--- src/sv/dhbd_pkg.sv ---
package dhbd_pkg;

	// field widths
	localparam int LOGIT_W = 16;
	localparam int CELL_W  = 8;
	localparam int ANC_W   = 2;
	localparam int CH_W    = 8;
	localparam int CLS_W   = 7;
	localparam int Q16_W   = 16;
	localparam int RECIP_W = 17;
	localparam int TABLE_W = 48;
	localparam int CNT_W   = 8;

	// stream and register port widths
	localparam int S_TDATA_W = 40;
	localparam int S_TUSER_W = CH_W;
	localparam int M_TDATA_W = 88;
	localparam int APB_AW    = 6;
	localparam int APB_DW    = 64;
	localparam int REG_IDX_W = 3;

	// limits of the layer
	localparam int MAX_ANCHORS = 3;
	localparam int MAX_CLASSES = 128;
	localparam logic [CH_W-1:0] FIRST_CLASS = 8'd5;

	// exponential datapath
	localparam logic [15:0] LOG2E_K = 16'd47274;
	localparam int XE_W   = LOGIT_W + 1;
	localparam int T_W    = 22;
	localparam int IP_W   = 6;
	localparam int M_W    = 17;
	localparam int P_W    = 18;
	localparam int DIFF_W = 13;
	localparam int FR_W   = 12;
	localparam int FP_W   = DIFF_W + FR_W;
	localparam int E_W    = 32;
	localparam int D_W    = 33;
	localparam int MUL_AW = 24;
	localparam int PROD_W = MUL_AW + RECIP_W;
	localparam int SZ_W   = 36;

	// sigmoid divider
	localparam int DIV_BITS       = 2;
	localparam int DIV_STAGES     = Q16_W / DIV_BITS;
	localparam logic [D_W-1:0] DIV_INIT_REM = 33'd65536;

	// channel codes on the input
	localparam logic [CH_W-1:0] CH_CX  = 8'd0;
	localparam logic [CH_W-1:0] CH_CY  = 8'd1;
	localparam logic [CH_W-1:0] CH_W_  = 8'd2;
	localparam logic [CH_W-1:0] CH_H   = 8'd3;
	localparam logic [CH_W-1:0] CH_OBJ = 8'd4;

	typedef enum logic [2:0] {
		KIND_CX,
		KIND_CY,
		KIND_W,
		KIND_H,
		KIND_OBJ,
		KIND_CLASS
	} kind_t;

	typedef enum logic [REG_IDX_W-1:0] {
		REG_THRESHOLD    = 3'd0,
		REG_CLASS_TOTAL  = 3'd1,
		REG_ANCHOR_TOTAL = 3'd2,
		REG_COL_RECIP    = 3'd3,
		REG_ROW_RECIP    = 3'd4,
		REG_ANCHOR_W     = 3'd5,
		REG_ANCHOR_H     = 3'd6
	} cfg_reg_t;

	typedef struct packed {
		kind_t             kind;
		logic [CELL_W-1:0] col;
		logic [CELL_W-1:0] row;
		logic [ANC_W-1:0]  anc;
		logic [CLS_W-1:0]  cls;
	} tag_t;

	typedef struct packed {
		tag_t                   tag;
		logic [M_W-1:0]         m;
		logic signed [IP_W-1:0] ip;
		logic [D_W-1:0]         d;
		logic                   zero;
		logic                   sat;
		logic [D_W-1:0]         rem;
		logic [Q16_W-1:0]       q;
	} div_t;

	// 2^(k/16) in q.16, k from 0 to 16
	function automatic logic [P_W-1:0] pow2_frac(input logic [4:0] k);
		logic [P_W-1:0] v;
		case (k)
			5'd0:    v = 18'd65536;
			5'd1:    v = 18'd68438;
			5'd2:    v = 18'd71468;
			5'd3:    v = 18'd74632;
			5'd4:    v = 18'd77936;
			5'd5:    v = 18'd81386;
			5'd6:    v = 18'd84990;
			5'd7:    v = 18'd88752;
			5'd8:    v = 18'd92682;
			5'd9:    v = 18'd96785;
			5'd10:   v = 18'd101070;
			5'd11:   v = 18'd105545;
			5'd12:   v = 18'd110218;
			5'd13:   v = 18'd115097;
			5'd14:   v = 18'd120194;
			5'd15:   v = 18'd125515;
			5'd16:   v = 18'd131072;
			default: v = '0;
		endcase
		return v;
	endfunction

	// one restoring step, dividend bits below are zero; returns {quotient bit, remainder}
	function automatic logic [D_W:0] div_step(input logic [D_W-1:0] rem,
			input logic [D_W-1:0] d);
		logic [D_W:0] sh;
		logic [D_W:0] df;
		sh = {rem, 1'b0};
		df = sh - {1'b0, d};
		if (sh >= {1'b0, d}) begin
			return {1'b1, df[D_W-1:0]};
		end
		return {1'b0, sh[D_W-1:0]};
	endfunction

endpackage

--- src/sv/detection_head_box_decode_top.sv ---
// detection head box decoder: takes one raw output value of a detector layer per beat, tagged
// with cell column, cell row, anchor and channel, and for every class channel that beats the
// score threshold (with its objectness) returns one beat holding the box of that cell and
// anchor, the class score and the class number. per cell and anchor the stream must carry the
// box channels (x, y, w, h) first, then objectness, then the classes; the held box is used as
// it stands. beats whose anchor is not below anchor_total, and class channels beyond
// class_total, are taken and dropped. one beat is taken every cycle unless the input stalls; each
// beat passes the input register, the exponential stages and the sigmoid reciprocal, a divider
// that resolves two quotient bits per stage over eight stages. the input only stalls when a
// result reaches the last stage while the output register still holds an unclaimed beat and
// no bubble is left behind it. registers are written through the apb port at byte address
// 8*index and should only be changed while the block is empty.
module detection_head_box_decode_top (
	input  logic                            clk,
	input  logic                            arst_n,
	// input stream
	input  logic                            s_axis_tvalid,
	output logic                            s_axis_tready,
	// logit[15:0], cell_col[23:16], cell_row[31:24], anchor_pick[33:32], zero pad
	input  logic [dhbd_pkg::S_TDATA_W-1:0]  s_axis_tdata,
	// channel_pick[7:0]
	input  logic [dhbd_pkg::S_TUSER_W-1:0]  s_axis_tuser,
	// result stream
	output logic                            m_axis_tvalid,
	input  logic                            m_axis_tready,
	// box_center_x[15:0], box_center_y[31:16], box_width[47:32], box_height[63:48],
	// class_score[79:64], class_number[86:80], zero pad
	output logic [dhbd_pkg::M_TDATA_W-1:0]  m_axis_tdata,
	// register port
	input  logic                            psel,
	input  logic                            penable,
	input  logic                            pwrite,
	input  logic [dhbd_pkg::APB_AW-1:0]     paddr,
	input  logic [dhbd_pkg::APB_DW-1:0]     pwdata,
	output logic [dhbd_pkg::APB_DW-1:0]     prdata,
	output logic                            pready
);
	import dhbd_pkg::*;

	// configuration registers
	logic [Q16_W-1:0]   thr_q;
	logic [CNT_W-1:0]   class_total_q;
	logic [ANC_W-1:0]   anchor_total_q;
	logic [RECIP_W-1:0] col_recip_q;
	logic [RECIP_W-1:0] row_recip_q;
	logic [TABLE_W-1:0] anc_w_q;
	logic [TABLE_W-1:0] anc_h_q;

	cfg_reg_t cfg_idx;
	logic     cfg_we;

	// held box and objectness
	logic [Q16_W-1:0] held_cx_q;
	logic [Q16_W-1:0] held_cy_q;
	logic [Q16_W-1:0] held_w_q;
	logic [Q16_W-1:0] held_h_q;
	logic [Q16_W-1:0] held_obj_q;
	logic             obj_pass_q;

	// input decode
	logic [LOGIT_W-1:0] in_logit;
	logic [ANC_W-1:0]   in_anc;
	logic [CH_W-1:0]    in_cls;
	logic               in_anc_ok;
	logic               in_keep;
	tag_t               in_tag;

	// stage 1: input register
	logic                      v_s1;
	tag_t                      tag_s1;
	logic signed [LOGIT_W-1:0] logit_s1;
	logic signed [XE_W-1:0]    xe;
	logic signed [XE_W*2-1:0]  y_full;

	// stage 2: log2(e) * x
	logic                v_s2;
	tag_t                tag_s2;
	logic [T_W-1:0]      t_s2;
	logic [P_W-1:0]      pk;
	logic [P_W-1:0]      pk1;
	logic [P_W-1:0]      pdiff;
	logic [FP_W-1:0]     fr_prod;

	// stage 3: interpolation product
	logic                   v_s3;
	tag_t                   tag_s3;
	logic [M_W-1:0]         pk_s3;
	logic [FP_W-1:0]        fr_s3;
	logic signed [IP_W-1:0] ip_s3;
	logic [M_W-1:0]         m_c;
	logic [IP_W-1:0]        nip;
	logic [E_W-1:0]         e_c;

	// stage 4: mantissa, exponent and divisor
	logic                   v_s4;
	tag_t                   tag_s4;
	logic [M_W-1:0]         m_s4;
	logic signed [IP_W-1:0] ip_s4;
	logic [D_W-1:0]         d_s4;
	logic                   zero_s4;
	logic                   sat_s4;

	// divider stages
	logic [DIV_STAGES-1:0] v_dv;
	div_t                  dv_s  [DIV_STAGES];
	div_t                  dv_src[DIV_STAGES];
	div_t                  dv_nx [DIV_STAGES];
	logic [DIV_STAGES-1:0] take_dv;

	// last divider stage: state read, multiplier
	div_t               last;
	logic [Q16_W-1:0]   sig;
	logic [Q16_W-1:0]   aw;
	logic [Q16_W-1:0]   ah;
	logic [MUL_AW-1:0]  mul_a;
	logic [RECIP_W-1:0] mul_b;
	logic [PROD_W-1:0]  mul_p;

	// stage 13: product, final shaping
	logic                   v_s13;
	tag_t                   tag_s13;
	logic [PROD_W-1:0]      prod_s13;
	logic signed [IP_W-1:0] ip_s13;
	logic                   pass_s13;
	logic [Q16_W-1:0]       cen;
	logic [Q16_W-1:0]       size;
	logic [Q16_W-1:0]       score;
	logic signed [IP_W:0]   sh7;
	logic [IP_W:0]          nsh;
	logic [SZ_W-1:0]        sz_v;
	logic                   res13;

	// output register
	logic             out_v_q;
	logic [Q16_W-1:0] out_cx_q;
	logic [Q16_W-1:0] out_cy_q;
	logic [Q16_W-1:0] out_w_q;
	logic [Q16_W-1:0] out_h_q;
	logic [Q16_W-1:0] out_score_q;
	logic [CLS_W-1:0] out_cls_q;

	// flow control
	logic out_take;
	logic take_s13;
	logic take_s4;
	logic take_s3;
	logic take_s2;
	logic take_s1;

	// ---------------------------------------------------------------- register port

	assign pready  = 1'b1;
	assign cfg_we  = psel & penable & pwrite;
	assign cfg_idx = cfg_reg_t'(paddr[APB_AW-1:APB_AW-REG_IDX_W]);

	always_ff @(posedge clk or negedge arst_n) begin
		if (!arst_n) begin
			thr_q          <= 16'd32768;
			class_total_q  <= 8'd80;
			anchor_total_q <= 2'd3;
			col_recip_q    <= 17'd4096;
			row_recip_q    <= 17'd4096;
			anc_w_q        <= '0;
			anc_h_q        <= '0;
		end else if (cfg_we) begin
			case (cfg_idx)
				REG_THRESHOLD:    thr_q          <= pwdata[Q16_W-1:0];
				REG_CLASS_TOTAL:  class_total_q  <= pwdata[CNT_W-1:0];
				REG_ANCHOR_TOTAL: anchor_total_q <= pwdata[ANC_W-1:0];
				REG_COL_RECIP:    col_recip_q    <= pwdata[RECIP_W-1:0];
				REG_ROW_RECIP:    row_recip_q    <= pwdata[RECIP_W-1:0];
				REG_ANCHOR_W:     anc_w_q        <= pwdata[TABLE_W-1:0];
				REG_ANCHOR_H:     anc_h_q        <= pwdata[TABLE_W-1:0];
				default: begin
				end
			endcase
		end
	end

	always_comb begin
		case (cfg_idx)
			REG_THRESHOLD:    prdata = APB_DW'(thr_q);
			REG_CLASS_TOTAL:  prdata = APB_DW'(class_total_q);
			REG_ANCHOR_TOTAL: prdata = APB_DW'(anchor_total_q);
			REG_COL_RECIP:    prdata = APB_DW'(col_recip_q);
			REG_ROW_RECIP:    prdata = APB_DW'(row_recip_q);
			REG_ANCHOR_W:     prdata = APB_DW'(anc_w_q);
			REG_ANCHOR_H:     prdata = APB_DW'(anc_h_q);
			default:          prdata = '0;
		endcase
	end

	// ---------------------------------------------------------------- flow control

	// every stage moves on when the one after it is empty or moving; only a class hit
	// in the last stage waits for the output register
	assign out_take = !out_v_q || m_axis_tready;

	always_comb begin
		take_s13 = !v_s13 || !res13 || out_take;
		take_dv[DIV_STAGES-1] = !v_dv[DIV_STAGES-1] || take_s13;
		for (int j = DIV_STAGES - 2; j >= 0; j--) begin
			take_dv[j] = !v_dv[j] || take_dv[j+1];
		end
		take_s4 = !v_s4 || take_dv[0];
		take_s3 = !v_s3 || take_s4;
		take_s2 = !v_s2 || take_s3;
		take_s1 = !v_s1 || take_s2;
	end

	assign s_axis_tready = take_s1;

	// ---------------------------------------------------------------- input decode

	assign in_logit = s_axis_tdata[LOGIT_W-1:0];
	assign in_anc   = s_axis_tdata[2*CELL_W+LOGIT_W+ANC_W-1:2*CELL_W+LOGIT_W];
	assign in_cls   = s_axis_tuser - FIRST_CLASS;

	// anchors beyond the layer's count are dropped at the door
	assign in_anc_ok = (in_anc < anchor_total_q) && (in_anc < ANC_W'(MAX_ANCHORS));

	always_comb begin
		in_tag.col = s_axis_tdata[LOGIT_W+CELL_W-1:LOGIT_W];
		in_tag.row = s_axis_tdata[LOGIT_W+2*CELL_W-1:LOGIT_W+CELL_W];
		in_tag.anc = in_anc;
		in_tag.cls = in_cls[CLS_W-1:0];
		in_keep    = in_anc_ok;
		case (s_axis_tuser)
			CH_CX:   in_tag.kind = KIND_CX;
			CH_CY:   in_tag.kind = KIND_CY;
			CH_W_:   in_tag.kind = KIND_W;
			CH_H:    in_tag.kind = KIND_H;
			CH_OBJ:  in_tag.kind = KIND_OBJ;
			default: begin
				in_tag.kind = KIND_CLASS;
				in_keep     = in_anc_ok && (in_cls < class_total_q)
					&& ({1'b0, in_cls} < (CH_W + 1)'(MAX_CLASSES));
			end
		endcase
	end

	// ---------------------------------------------------------------- stage 1 to 2

	// box size wants exp(x), everything else wants exp(-x) for the sigmoid
	always_comb begin
		if (tag_s1.kind == KIND_W || tag_s1.kind == KIND_H) begin
			xe = {logit_s1[LOGIT_W-1], logit_s1};
		end else begin
			xe = -{logit_s1[LOGIT_W-1], logit_s1};
		end
		y_full = xe * $signed({1'b0, LOG2E_K});
	end

	// ---------------------------------------------------------------- stage 2 to 3

	// t = floor(y / 1024): fraction picks a segment of 2^f, top bits are the exponent
	always_comb begin
		pk      = pow2_frac({1'b0, t_s2[15:12]});
		pk1     = pow2_frac({1'b0, t_s2[15:12]} + 5'd1);
		pdiff   = pk1 - pk;
		fr_prod = pdiff[DIFF_W-1:0] * t_s2[FR_W-1:0];
	end

	// ---------------------------------------------------------------- stage 3 to 4

	always_comb begin
		m_c = pk_s3 + M_W'(fr_s3[FP_W-1:FR_W]);
		nip = -ip_s3;
		if (!ip_s3[IP_W-1]) begin
			e_c = E_W'(m_c) << ip_s3[3:0];
		end else begin
			e_c = E_W'(m_c >> nip);
		end
	end

	// ---------------------------------------------------------------- pipeline registers

	always_ff @(posedge clk or negedge arst_n) begin
		if (!arst_n) begin
			v_s1  <= 1'b0;
			v_s2  <= 1'b0;
			v_s3  <= 1'b0;
			v_s4  <= 1'b0;
			v_dv  <= '0;
			v_s13 <= 1'b0;
		end else begin
			if (take_s1) begin
				v_s1 <= s_axis_tvalid && in_keep;
			end
			if (take_s2) begin
				v_s2 <= v_s1;
			end
			if (take_s3) begin
				v_s3 <= v_s2;
			end
			if (take_s4) begin
				v_s4 <= v_s3;
			end
			for (int j = 0; j < DIV_STAGES; j++) begin
				if (take_dv[j]) begin
					v_dv[j] <= (j == 0) ? v_s4 : v_dv[(j == 0) ? 0 : j - 1];
				end
			end
			if (take_s13) begin
				v_s13 <= v_dv[DIV_STAGES-1];
			end
		end
	end

	always_ff @(posedge clk) begin
		if (take_s1) begin
			tag_s1   <= in_tag;
			logit_s1 <= in_logit;
		end
		if (take_s2) begin
			tag_s2 <= tag_s1;
			t_s2   <= y_full[T_W+9:10];
		end
		if (take_s3) begin
			tag_s3 <= tag_s2;
			pk_s3  <= pk[M_W-1:0];
			fr_s3  <= fr_prod;
			ip_s3  <= t_s2[T_W-1:T_W-IP_W];
		end
		if (take_s4) begin
			tag_s4  <= tag_s3;
			m_s4    <= m_c;
			ip_s4   <= ip_s3;
			d_s4    <= DIV_INIT_REM + D_W'(e_c);
			// exp(-x) of 2^16 or more leaves nothing; below 2^-16 the sigmoid saturates to all ones
			zero_s4 <= !ip_s3[IP_W-1] && ip_s3[4];
			sat_s4  <= ip_s3[IP_W-1] && (nip >= 6'd17);
		end
		for (int j = 0; j < DIV_STAGES; j++) begin
			if (take_dv[j]) begin
				dv_s[j] <= dv_nx[j];
			end
		end
		if (take_s13) begin
			tag_s13  <= last.tag;
			prod_s13 <= mul_p;
			ip_s13   <= last.ip;
			pass_s13 <= obj_pass_q;
		end
	end

	// ---------------------------------------------------------------- sigmoid divider

	// 2^32 / (65536 + e): the quotient is below 2^16 so the first remainder is 2^16
	always_comb begin
		dv_src[0].tag  = tag_s4;
		dv_src[0].m    = m_s4;
		dv_src[0].ip   = ip_s4;
		dv_src[0].d    = d_s4;
		dv_src[0].zero = zero_s4;
		dv_src[0].sat  = sat_s4;
		dv_src[0].rem  = DIV_INIT_REM;
		dv_src[0].q    = '0;
		for (int j = 1; j < DIV_STAGES; j++) begin
			dv_src[j] = dv_s[j-1];
		end
	end

	always_comb begin
		logic [D_W:0] st;
		for (int j = 0; j < DIV_STAGES; j++) begin
			dv_nx[j] = dv_src[j];
			for (int b = 0; b < DIV_BITS; b++) begin
				st           = div_step(dv_nx[j].rem, dv_nx[j].d);
				dv_nx[j].rem = st[D_W-1:0];
				dv_nx[j].q   = {dv_nx[j].q[Q16_W-2:0], st[D_W]};
			end
		end
	end

	// ---------------------------------------------------------------- objectness and multiply

	assign last = dv_s[DIV_STAGES-1];

	always_comb begin
		if (last.zero) begin
			sig = '0;
		end else if (last.sat) begin
			sig = '1;
		end else begin
			sig = last.q;
		end
	end

	always_comb begin
		case (last.tag.anc)
			2'd0: begin
				aw = anc_w_q[15:0];
				ah = anc_h_q[15:0];
			end
			2'd1: begin
				aw = anc_w_q[31:16];
				ah = anc_h_q[31:16];
			end
			2'd2: begin
				aw = anc_w_q[47:32];
				ah = anc_h_q[47:32];
			end
			default: begin
				aw = '0;
				ah = '0;
			end
		endcase
	end

	// one shared multiplier: centre offset by the grid reciprocal, anchor by the exponential,
	// or class sigmoid by the held objectness
	always_comb begin
		case (last.tag.kind)
			KIND_CX: begin
				mul_a = {last.tag.col, sig};
				mul_b = col_recip_q;
			end
			KIND_CY: begin
				mul_a = {last.tag.row, sig};
				mul_b = row_recip_q;
			end
			KIND_W: begin
				mul_a = MUL_AW'(aw);
				mul_b = last.m;
			end
			KIND_H: begin
				mul_a = MUL_AW'(ah);
				mul_b = last.m;
			end
			KIND_CLASS: begin
				mul_a = MUL_AW'(sig);
				mul_b = RECIP_W'(held_obj_q);
			end
			default: begin
				mul_a = '0;
				mul_b = '0;
			end
		endcase
		mul_p = mul_a * mul_b;
	end

	// ---------------------------------------------------------------- final stage

	always_comb begin
		// centre: drop the q.16 of the reciprocal and saturate
		if (|prod_s13[PROD_W-1:2*Q16_W]) begin
			cen = '1;
		end else begin
			cen = prod_s13[2*Q16_W-1:Q16_W];
		end

		// size: anchor * m * 2^ip / 2^20
		sh7 = 7'sd20 - $signed({ip_s13[IP_W-1], ip_s13});
		nsh = -sh7;
		if (sh7 <= 7'sd0) begin
			sz_v = SZ_W'(prod_s13[D_W-1:0]) << nsh[1:0];
		end else begin
			sz_v = SZ_W'(prod_s13[D_W-1:0] >> sh7[IP_W-1:0]);
		end
		if (|sz_v[SZ_W-1:Q16_W]) begin
			size = '1;
		end else begin
			size = sz_v[Q16_W-1:0];
		end

		score = prod_s13[2*Q16_W-1:Q16_W];
		res13 = v_s13 && (tag_s13.kind == KIND_CLASS) && pass_s13 && (score >= thr_q);
	end

	// state is read and written in the same stage so back-to-back beats see the update
	always_ff @(posedge clk or negedge arst_n) begin
		if (!arst_n) begin
			held_cx_q  <= '0;
			held_cy_q  <= '0;
			held_w_q   <= '0;
			held_h_q   <= '0;
			held_obj_q <= '0;
			obj_pass_q <= 1'b0;
		end else begin
			if (v_dv[DIV_STAGES-1] && take_s13 && last.tag.kind == KIND_OBJ) begin
				held_obj_q <= sig;
				obj_pass_q <= sig >= thr_q;
			end
			if (v_s13 && take_s13) begin
				case (tag_s13.kind)
					KIND_CX: held_cx_q <= cen;
					KIND_CY: held_cy_q <= cen;
					KIND_W:  held_w_q  <= size;
					KIND_H:  held_h_q  <= size;
					default: begin
					end
				endcase
			end
		end
	end

	// ---------------------------------------------------------------- output register

	always_ff @(posedge clk or negedge arst_n) begin
		if (!arst_n) begin
			out_v_q <= 1'b0;
		end else if (out_take) begin
			out_v_q <= res13;
		end
	end

	always_ff @(posedge clk) begin
		if (out_take && res13) begin
			out_cx_q    <= held_cx_q;
			out_cy_q    <= held_cy_q;
			out_w_q     <= held_w_q;
			out_h_q     <= held_h_q;
			out_score_q <= score;
			out_cls_q   <= tag_s13.cls;
		end
	end

	assign m_axis_tvalid = out_v_q;
	assign m_axis_tdata  = {1'b0, out_cls_q, out_score_q, out_h_q, out_w_q, out_cy_q, out_cx_q};

endmodule
--- config.mk ---
export PLATFORM = sky130hd
export DESIGN_NAME = detection_head_box_decode_top
export DESIGN_NICKNAME = d
export VERILOG_FILES = /design/src/sv/dhbd_pkg.sv /design/src/sv/detection_head_box_decode_top.sv
export SDC_FILE = /design/constraint.sdc
export NUM_CORES = 2
export LEC_CHECK = 0
export BUFFER_PORTS_ARGS = -buffer_cell sky130_fd_sc_hd__buf_2
export CORE_UTILIZATION = 45
export DETAILED_ROUTE_END_ITERATION = 10
export PLACE_DENSITY = 0.69
export SYNTH_ARGS = -nofsm -noshare
export SYNTH_HDL_FRONTEND = slang
export SYNTH_SLANG_ARGS = --single-unit
--- constraint.sdc ---
create_clock -name clk -period 21.6 [get_ports clk]
set_input_delay 4.32 -clock clk [delete_from_list [all_inputs] [get_ports clk]]
set_output_delay 4.32 -clock clk [all_outputs]
set_load 0.02 [all_outputs]
==> out/results.ini <==
[run_status]
status=complete, no violations

[floorplan]
rows=183
die_area_um2=252000
start_util_pct=45.2
die_y_um=502
core_um2=248000
dieWidth_um=502
ios=280

[synth]
synth-seq-cells=1613
synth_top_flop_cell=edfxtp_1
synth_edf_count=1346
ys_warn_count=0
netlist_instances=10600
async_flop_share_pct=15.6
syn_avg_cell_area_um2=10.5
netlist_area_um2=112000
yosysSeqAreaShare_pct=41.9
ys_types=110

[critical_path]
r2r_slack_ps=11200
cp_slowest_cell=nor3_1
cp-start-kind=primary input
cp_max_fo=58
path_class=in -> out
critPathLaunch=m_axis_tready
r2r_start=t_s2[15]
cpMostUsedCell=buf_2
cp.arrival_ps=8040
cp-endpoint=s_axis_tready
cpPeakStageDelay_ps=990
crit_path_end_kind=output pin
ff2ff_path_depth=36
r2r_end=fr_s3[24]
required_ps=17280
crit_chain=buf_2 > nand2b_1 > nor4_2 > nand4_1 > buf_4 > nor3_1 > nand2_2 > buf_2

[layout]
final_area_um2=123000
final_common_cell=edfxtp_1
multi_input_area_um2=59600
layout_common_cells=edfxtp_1, inv_1, nand2_1, ha_1, nor2_1
nNetsFinal=12300
area_growth_pct=9.52
fill_cells=22000
seqCellArea_um2=47000
postLayoutCoreUtil_pct=49.5
drive_gt1_share_pct=9.97

[clock_tree]
clkLatencyLatePin_ps=830
hold_buffers=0
cts_tree=done
clk_pin_slew_worst_paths_ps=60
cts_root_buffer=clkbuf_16
ctsResizeCount=0
cts_setup_buffers=0
htree_levels=4
cts_buffers=165
clockBufferDepth=3
clock_sinks=1613

[sta]
rsz0062_at_grt=no
setup_tns_ps=0
setup_viol_count_final=0
tightest_slew_ps=1430
slew_headroom_pct=4.61
post-route-period-util_pct=57.2
fin_worst_skew_ps=74.2
finalHoldViolations=0
slew_viol_final=0
fmax_mhz=80.9
fin_crit_ps=12360

[flow_run]
drv_cap=0

[route]
first_pass_iters=7
dr.first_iter.drc_count=6055
drc_errors=0
totalWireLength_um=286000
ant_nets=0
wl_per_cell_um=20.0
num_vias=79400
vias_per_cell=5.56

[worst_hold_path]
min_path_cells=0
hold_path_class=reg -> reg

[global_route]
grt_overflow=0
grt_start_max_net_pins=125
grt_pass1_vias=80000
antenna_found_initial=12
grt_use_total_pct=22.6
grt_pass1_wl_um=449000

[placement]
postPlaceCellArea_um2=117000
place_congestion=0.968
port_buffers=236
dp.final_hpwl_um=220000

-- cells in the mapped netlist, drive strengths merged (15+ instances only) --
master,instances,area share [%]
a31oi,58,0.33
nor2,806,2.7
nand2b,122,0.68
or3,32,0.18
mux2i,115,1.0
o31a,15,0.12
a221oi,28,0.24
a31o,19,0.15
clkbuf,287,0.96
nor3,146,0.65
a22o,38,0.30
nor2b,122,0.68
inv,1189,4.0
a211o,20,0.16
dfrtp,244,5.4
o2111ai,17,0.13
and3,58,0.32
mux2,383,3.8
nand4,78,0.43
o21a,104,0.70
and2,121,0.68
xor2,182,1.4
a222oi,18,0.16
xnor2,357,2.8
edfxtp,1346,36
dfxtp,16,0.29
nand2,920,3.1
o211ai,49,0.33
nor4,46,0.28
o22a,15,0.12
nand3,149,0.66
a21boi,23,0.16
mux4,16,0.32
or2,35,0.20
ha,866,9.7
o22ai,55,0.31
buf,78,0.40
o21ai,495,2.2
a21o,257,1.7
fa,536,9.6
o21bai,99,0.66
a221o,15,0.13
o31ai,49,0.34
a211oi,86,0.59
a21oi,732,3.3
-- area by class of cell --
cell class / count / share of cell area (%)
diodes: 8 / 0.0163
clock buffers: 198 / 3.55
clock inverters: 105 / 1.04
inverters: 1193 / 3.65
multi-input cells: 7490 / 48.5
flip-flops and latches: 1613 / 38.2
well taps: 3330 / 3.39
repair buffers: 349 / 1.66
-- layer usage --
| layer | wire [um] | track usage [%] | share of wire [%] |
|---|---|---|---|
| met2 | 136000 | 38.0 | 47 |
| met4 | 9860 | 7.86 | 3.4 |
| met1 | 124000 | 30.0 | 43 |
| met5 | 58 | 0 | 0.020 |
| met3 | 16100 | 2.92 | 5.6 |
-- worst min path at each step --
stage | slack [ps] | startpoint | to
6_report | 400 | dv_s[1][282] | dv_s[1][419]
5_1_grt | 410 | dv_s[0][533] | dv_s[1][128]
4_1_cts | 390 | dv_s[1][282] | dv_s[1][419]
3_5_place_dp | 390 | pk[13] | pk_s3[13]
3_3_place_gp | 390 | pk[15] | pk_s3[15]
2_1_floorplan | 390 | pk[13] | pk_s3[13]
-- sequential cells by signal, indices dropped and copies added (netlist names), 17 cells and up --
signal and flops:
tag_s1 28, anc_h_q 48, row_recip_q 17, dv_s 958
col_recip_q 17, tag_s3 28, dv_nx 28, t_s2 22
anc_w_q 48, d_s4 33, m_s4 17, tag_s2 28
prod_s13 41
-- worst max-delay path, delay by kind of cell --
family        cells  cell delay (ps)
buf+inv           3              790
simple gates      5             2880
-- kinds of logic after synthesis --
logic type | synth area share (%)
adder cells (fa/ha/maj) | 19.2
XOR/XNOR | 4.21
other | 0.00669
AO/OA/AOI/OAI | 13.2
AND/OR/NAND/NOR | 11.0
buffers and inverters | 5.34
flip-flops | 41.9
multiplexers | 5.19
-- stage by stage --
step / hold slack [ps] / instances / setup WS (ps)
final: 398 / 14300 / 9240
after global routing: 413 / 14300 / 8960
after CTS: 394 / 14300 / 9130
after detailed placement: 395 / 14000 / 9150
after global placement: 391 / 14000 / 9250
after floorplan: 386 / 10700 / 6160
Power is not shown: default switching activity piles up to over one toggle a cycle in this logic, so the estimate is an artifact.
